<file path="src/hdl/ncmw_pkg.sv">
// ----------------------------------------------------------------------------
// ncmw_pkg: shared types and constants for the nearest-center mesh walk.
// Table sizes, field widths, opcodes and the front-to-back request format.
// ----------------------------------------------------------------------------
`default_nettype none

package ncmw_pkg;

    localparam int MaxElements  = 4096;
    localparam int MaxNeighbors = 8;
    localparam int ElemW        = $clog2(MaxElements);
    localparam int SlotW        = $clog2(MaxNeighbors);
    localparam int CountW       = $clog2(MaxNeighbors + 1);
    localparam int IdW          = 13;
    localparam int CoordW       = 31;
    localparam int DistW        = 66;
    localparam int ValueW       = 16;
    localparam int CfgW         = 13;
    localparam int FifoDepth    = 4;
    localparam int FifoAw       = $clog2(FifoDepth);

    localparam logic [IdW-1:0] IdSat = {IdW{1'b1}};

    typedef enum logic [1:0] {
        OP_LOAD_CENTER   = 2'd0,
        OP_LOAD_NEIGHBOR = 2'd1,
        OP_LOAD_OWNER    = 2'd2,
        OP_TRACK         = 2'd3
    } opcode_t;

    localparam logic CFG_ELEMENT_COUNT = 1'b0;
    localparam logic CFG_OWNER_MAP     = 1'b1;

    typedef struct packed {
        opcode_t                   op;
        logic [ElemW-1:0]          elem;
        logic [SlotW-1:0]          slot;
        logic                      is_count;
        logic [ValueW-1:0]         value;
        logic signed [CoordW-1:0]  x;
        logic signed [CoordW-1:0]  y;
        logic signed [CoordW-1:0]  z;
    } req_t;

    typedef struct packed {
        logic [ElemW-1:0]  final_element;
        logic [ValueW-1:0] owner_process;
        logic              owner_valid;
    } res_t;

endpackage

`default_nettype wire

</file>
<file path="src/hdl/ncmw_front.sv">
// ----------------------------------------------------------------------------
// ncmw_front: input classifier.
// Drops items that cause nothing, clamps load values and queues requests.
// ----------------------------------------------------------------------------
`default_nettype none

module ncmw_front (
    input  wire logic               clk,
    input  wire logic               rst_n,
    input  wire logic               push,
    output logic                    full,
    input  wire logic [1:0]         opcode,
    input  wire logic [11:0]        element_index,
    input  wire logic [3:0]         slot_index,
    input  wire logic [15:0]        table_value,
    input  wire logic signed [30:0] coord_x,
    input  wire logic signed [30:0] coord_y,
    input  wire logic signed [30:0] coord_z,
    input  wire logic               point_active,
    output ncmw_pkg::req_t          req,
    output logic                    req_valid,
    input  wire logic               req_take
);
    import ncmw_pkg::*;

    req_t               fifo_mem [FifoDepth];
    logic [FifoAw-1:0]  wr_ptr_reg, rd_ptr_reg;
    logic [FifoAw:0]    cnt_reg;
    logic               keep;
    logic               acc;
    req_t               item;

    always_comb
    begin
        item          = '0;
        item.op       = opcode_t'(opcode);
        item.elem     = element_index[ElemW-1:0];
        item.x        = coord_x;
        item.y        = coord_y;
        item.z        = coord_z;
        item.value    = table_value;
        item.is_count = (slot_index == 4'd0);
        item.slot     = SlotW'(slot_index - 4'd1);
        keep          = 1'b1;
        case (item.op)
            OP_LOAD_NEIGHBOR:
            begin
                if (item.is_count)
                begin
                    if (table_value > 16'(MaxNeighbors))
                        item.value = 16'(MaxNeighbors);
                end
                else if (slot_index > 4'(MaxNeighbors))
                    keep = 1'b0;
                else if (table_value > 16'(IdSat))
                    item.value = 16'(IdSat);
            end
            OP_TRACK: keep = point_active;
            default: keep = 1'b1;
        endcase
    end

    assign full      = (cnt_reg == (FifoAw+1)'(FifoDepth));
    assign acc       = push && !full;
    assign req_valid = (cnt_reg != '0);
    assign req       = fifo_mem[rd_ptr_reg];

    always_ff @(posedge clk)
    begin
        if (acc && keep)
            fifo_mem[wr_ptr_reg] <= item;
    end

    always_ff @(posedge clk or negedge rst_n)
    begin
        if (!rst_n)
        begin
            wr_ptr_reg <= '0;
            rd_ptr_reg <= '0;
            cnt_reg    <= '0;
        end
        else
        begin
            if (acc && keep)
                wr_ptr_reg <= wr_ptr_reg + 1'b1;
            if (req_take)
                rd_ptr_reg <= rd_ptr_reg + 1'b1;
            cnt_reg <= cnt_reg + (FifoAw+1)'(acc && keep) - (FifoAw+1)'(req_take);
        end
    end

    assert property (@(posedge clk) disable iff (!rst_n) req_take |-> req_valid)
        else $error("take from empty request queue");
    assert property (@(posedge clk) disable iff (!rst_n)
        cnt_reg <= (FifoAw+1)'(FifoDepth))
        else $error("request queue overflow");
    assert property (@(posedge clk) disable iff (!rst_n)
        (push && !full && keep && !req_take) |=> req_valid)
        else $error("kept item lost");

endmodule

`default_nettype wire

</file>
<file path="config.mk">
export PLATFORM = sky130hd
export DESIGN_NAME = ncmw_front
export DESIGN_NICKNAME = d
export VERILOG_FILES = /design/src/hdl/ncmw_pkg.sv /design/src/hdl/ncmw_front.sv
export SDC_FILE = /design/constraint.sdc
export NUM_CORES = 1
export LEC_CHECK = 0
export ABC_CLOCK_PERIOD_IN_PS = 4200
export BUFFER_PORTS_ARGS = -buffer_cell sky130_fd_sc_hd__clkbuf_2
export CORE_ASPECT_RATIO = 0.6
export CORE_MARGIN = 4
export CORE_UTILIZATION = 50
export DETAILED_ROUTE_END_ITERATION = 7
export GPL_TIMING_DRIVEN = 0
export MAX_ROUTING_LAYER = met4
export PLACE_DENSITY = 0.74
export RECOVER_POWER = 50
export SYNTH_ARGS = -nofsm -noshare
export SYNTH_HDL_FRONTEND = slang
export SYNTH_SLANG_ARGS = --single-unit
</file>
<file path="constraint.sdc">
create_clock -name clk -period 4.2 [get_ports clk]
set_clock_uncertainty 0.1 [all_clocks]
set_input_delay 0.63 -clock clk [delete_from_list [all_inputs] [get_ports clk]]
set_output_delay 0.63 -clock clk [all_outputs]
set_load 0.005 [all_outputs]
</file>
==> flow_summary.ini <==
[worst_setup_path]
r2r-start = cnt_reg[2]
r2r_cells = 5
r2r_end = fifo_mem[3][62]
worst-path-max-fanout = 10
end_kind = primary output
arrival_ps = 2700
start_kind = register
cp.required_ps = 3470
rrSetupSlack_ps = 1430
path_class = register to primary output

[final_layout]
synthToLayoutAreaGrowth_pct = 17.6
drive_above_1_share_pct = 33.5
nets = 1196
largest_reg_flops = 508

[synthesis]
syn_nets = 879
synth_top_area_share_pct = 80.5
synthTopCellsByCount = edfxtp_1 (508), mux4_2 (127), buf_2 (17)
synthArstFlopShare_pct = 1.36
syn_area_um2 = 18900
synth_cell_types = 31
avgSynthCellArea_um2 = 25.6
synth_largest_area_cell = edfxtp_1
seq_area_frac_synth_pct = 81.5
netlist_top_cells_area = edfxtp_1 (81%), mux4_2 (15%), dfrtp_1 (0.92%), o21a_1 (0.48%), ha_1 (0.46%)
postSynthCellCount = 739
synth_ff_type = edfxtp_1
ys_seq_elements = 515
yosys_warnings = 0
synth_edf_count = 508
synth.most_common_cell = edfxtp_1

[worst_hold_path]
hp-start = req_take
min_to = rd_ptr_reg[0]
worstHoldPathCells = 2
hp-class = primary input to register

[routing]
first_pass_iters = 5
antenna_left = 0
num_vias = 8794
drc_errors = 0
drt_wl_total_um = 37200
wl_per_cell_um = 23.4
viasPerCell = 5.53
drtIter0Drc = 784

[floorplan]
die_w_um = 259
fp.dieH_um = 159
row_count = 54
core_area_um2 = 36800
ios = 261
initial_core_util_pct = 51.4
die_area_um2 = 41200

[placed_design]
hpwl_um = 23800
dp_slack_ps = 477
gp_congestion = 0.738
io_buffer_count = 260

[clocking]
clk_latency_ps = 550
clk_pin_slew_worst_paths_ps = 60
clock_path_buffers = 3
cts_buffers = 46
htreeDepth = 2
post_cts_resized = 0
root_buffer = clkbuf_16
cts_tree = built
cts.sinks = 515

[sta]
slew_viol_final = 0
fin_tns_setup_ps = 0
worst_pin_slew_ps = 990
fin_crit_sh_pct = 81.6
hold_violations = 0
final.min_clock_period_ps = 3430
finalWorstSetupSlack_ps = 773
maxSlewHeadroom_pct = 34.0
setup_viol_count_final = 0
rsz0062_at_grt = false
fmax_mhz = 292

[global_route]
grt_pass1_wl_um = 57200
grtUsageTotal_pct = 18.7
grt_max_degree = 54
antenna_found_initial = 0
first_global_vias = 9373
overflow = 0

[status]
status = completed

[power]
ir_worst_vdd_uv = 421
leakage_nw = 7.34
power_density_nw_per_um2 = 664

[job]
cap_violations = 0
-- per-stage QoR --
step / instances / cell area [um2] / hold WS, ps / util (%) / power, mW
global placement: 1503 / 20900 / 376 / 56.7 / 11.1
finish: 1590 / 22300 / 200 / 60.5 / 14.8
global route: 1589 / 22300 / 184 / 60.5 / 15.6
detailed placement: 1511 / 21100 / 382 / 57.3 / 11.2
CTS: 1589 / 22400 / 160 / 60.9 / 15.1
floorplan: 739 / 18900 / 234 / - / 9.35
-- critical path, cell delays in order (launching register included) --
cell,delay [ps]
dfrtp_1,350
clkbuf_1,740
buf_4,380
mux4_2,530
clkbuf_2,140
-- worst max-delay path by stage --
| stage | start | endpoint | cells after the start |
|---|---|---|---|
| final | rd_ptr_reg[0] | req[120] | 4 |
| after global routing | rd_ptr_reg[0] | req[120] | 4 |
| after CTS | rd_ptr_reg[1] | req[107] | 4 |
| after detailed placement | slot_index[0] | fifo_mem[3][59] | 9 |
| after global placement | slot_index[0] | fifo_mem[0][64] | 7 |
| after floorplan | slot_index[0] | fifo_mem[0][0] | 6 |
-- placed cells by master, fill, tap and decap left out, types with 2 or more instances in the layout --
cell | synthesis | final
mux4_2 | 127 | 127
buf_2 | 17 | 15
buf_16 | 0 | 8
ha_1 | 7 | 7
nand2_1 | 3 | 3
nor3_1 | 2 | 2
buf_1 | 5 | 5
and2_4 | 0 | 4
xor2_1 | 3 | 3
clkbuf_2 | 0 | 152
nor2b_1 | 5 | 5
xnor2_1 | 3 | 3
edfxtp_1 | 508 | 508
o21a_1 | 12 | 12
clkinv_1 | 0 | 15
inv_1 | 11 | 11
clkinv_2 | 0 | 4
clkbuf_16 | 0 | 47
nor2_1 | 3 | 3
dfrtp_1 | 7 | 7
clkbuf_1 | 6 | 125
-- layer usage --
layer	GRT usage, %	share of wire [%]	vias up
met5	-	0	-
met4	4.14	1.7	0
met3	3.47	6.4	57
met2	29.3	49	276
met1	26.3	43	4660
li1	-	-	3801
-- final cells by class --
type | instances | area (um2)
Sequential cell | 515 | 15400
Fill cell | 2621 | 14500
Multi-Input combinational cell | 183 | 3320
Timing Repair Buffer | 269 | 1400
Clock buffer | 55 | 1210
Tap cell | 504 | 631
Buffer | 30 | 135
Clock inverter | 22 | 123
Inverter | 11 | 41.3
Antenna cell | 1 | 2.50
-- timing repair --
item | in CTS | in global routing
endpoints found under the hold margin | 7 | 0
setup buffers | 0 | 0
setup endpoints to repair | 0 | 0
hold buffers | 1 | 0
-- power by group --
part	switching, mW	internal (mW)	total [mW]
logic	2.22	2.00	4.23
clock network	1.72	2.09	3.81
registers	0.179	6.58	6.76
total	4.12	10.7	14.8
-- kinds of logic (layout without fill, tap and decap cells) --
group | Yosys count | after routing | synth area share [%]
xor+xnor | 6 | 6 | 0.277
compound gates | 18 | 18 | 0.813
flops | 515 | 515 | 81.5
mux | 128 | 128 | 15.2
fa+ha+maj | 8 | 8 | 0.568
simple gates | 23 | 23 | 0.733
other cells | 0 | 1 | 0
buf+inv | 41 | 387 | 0.964
No activity file was read; power rests on OpenSTA's default activity.
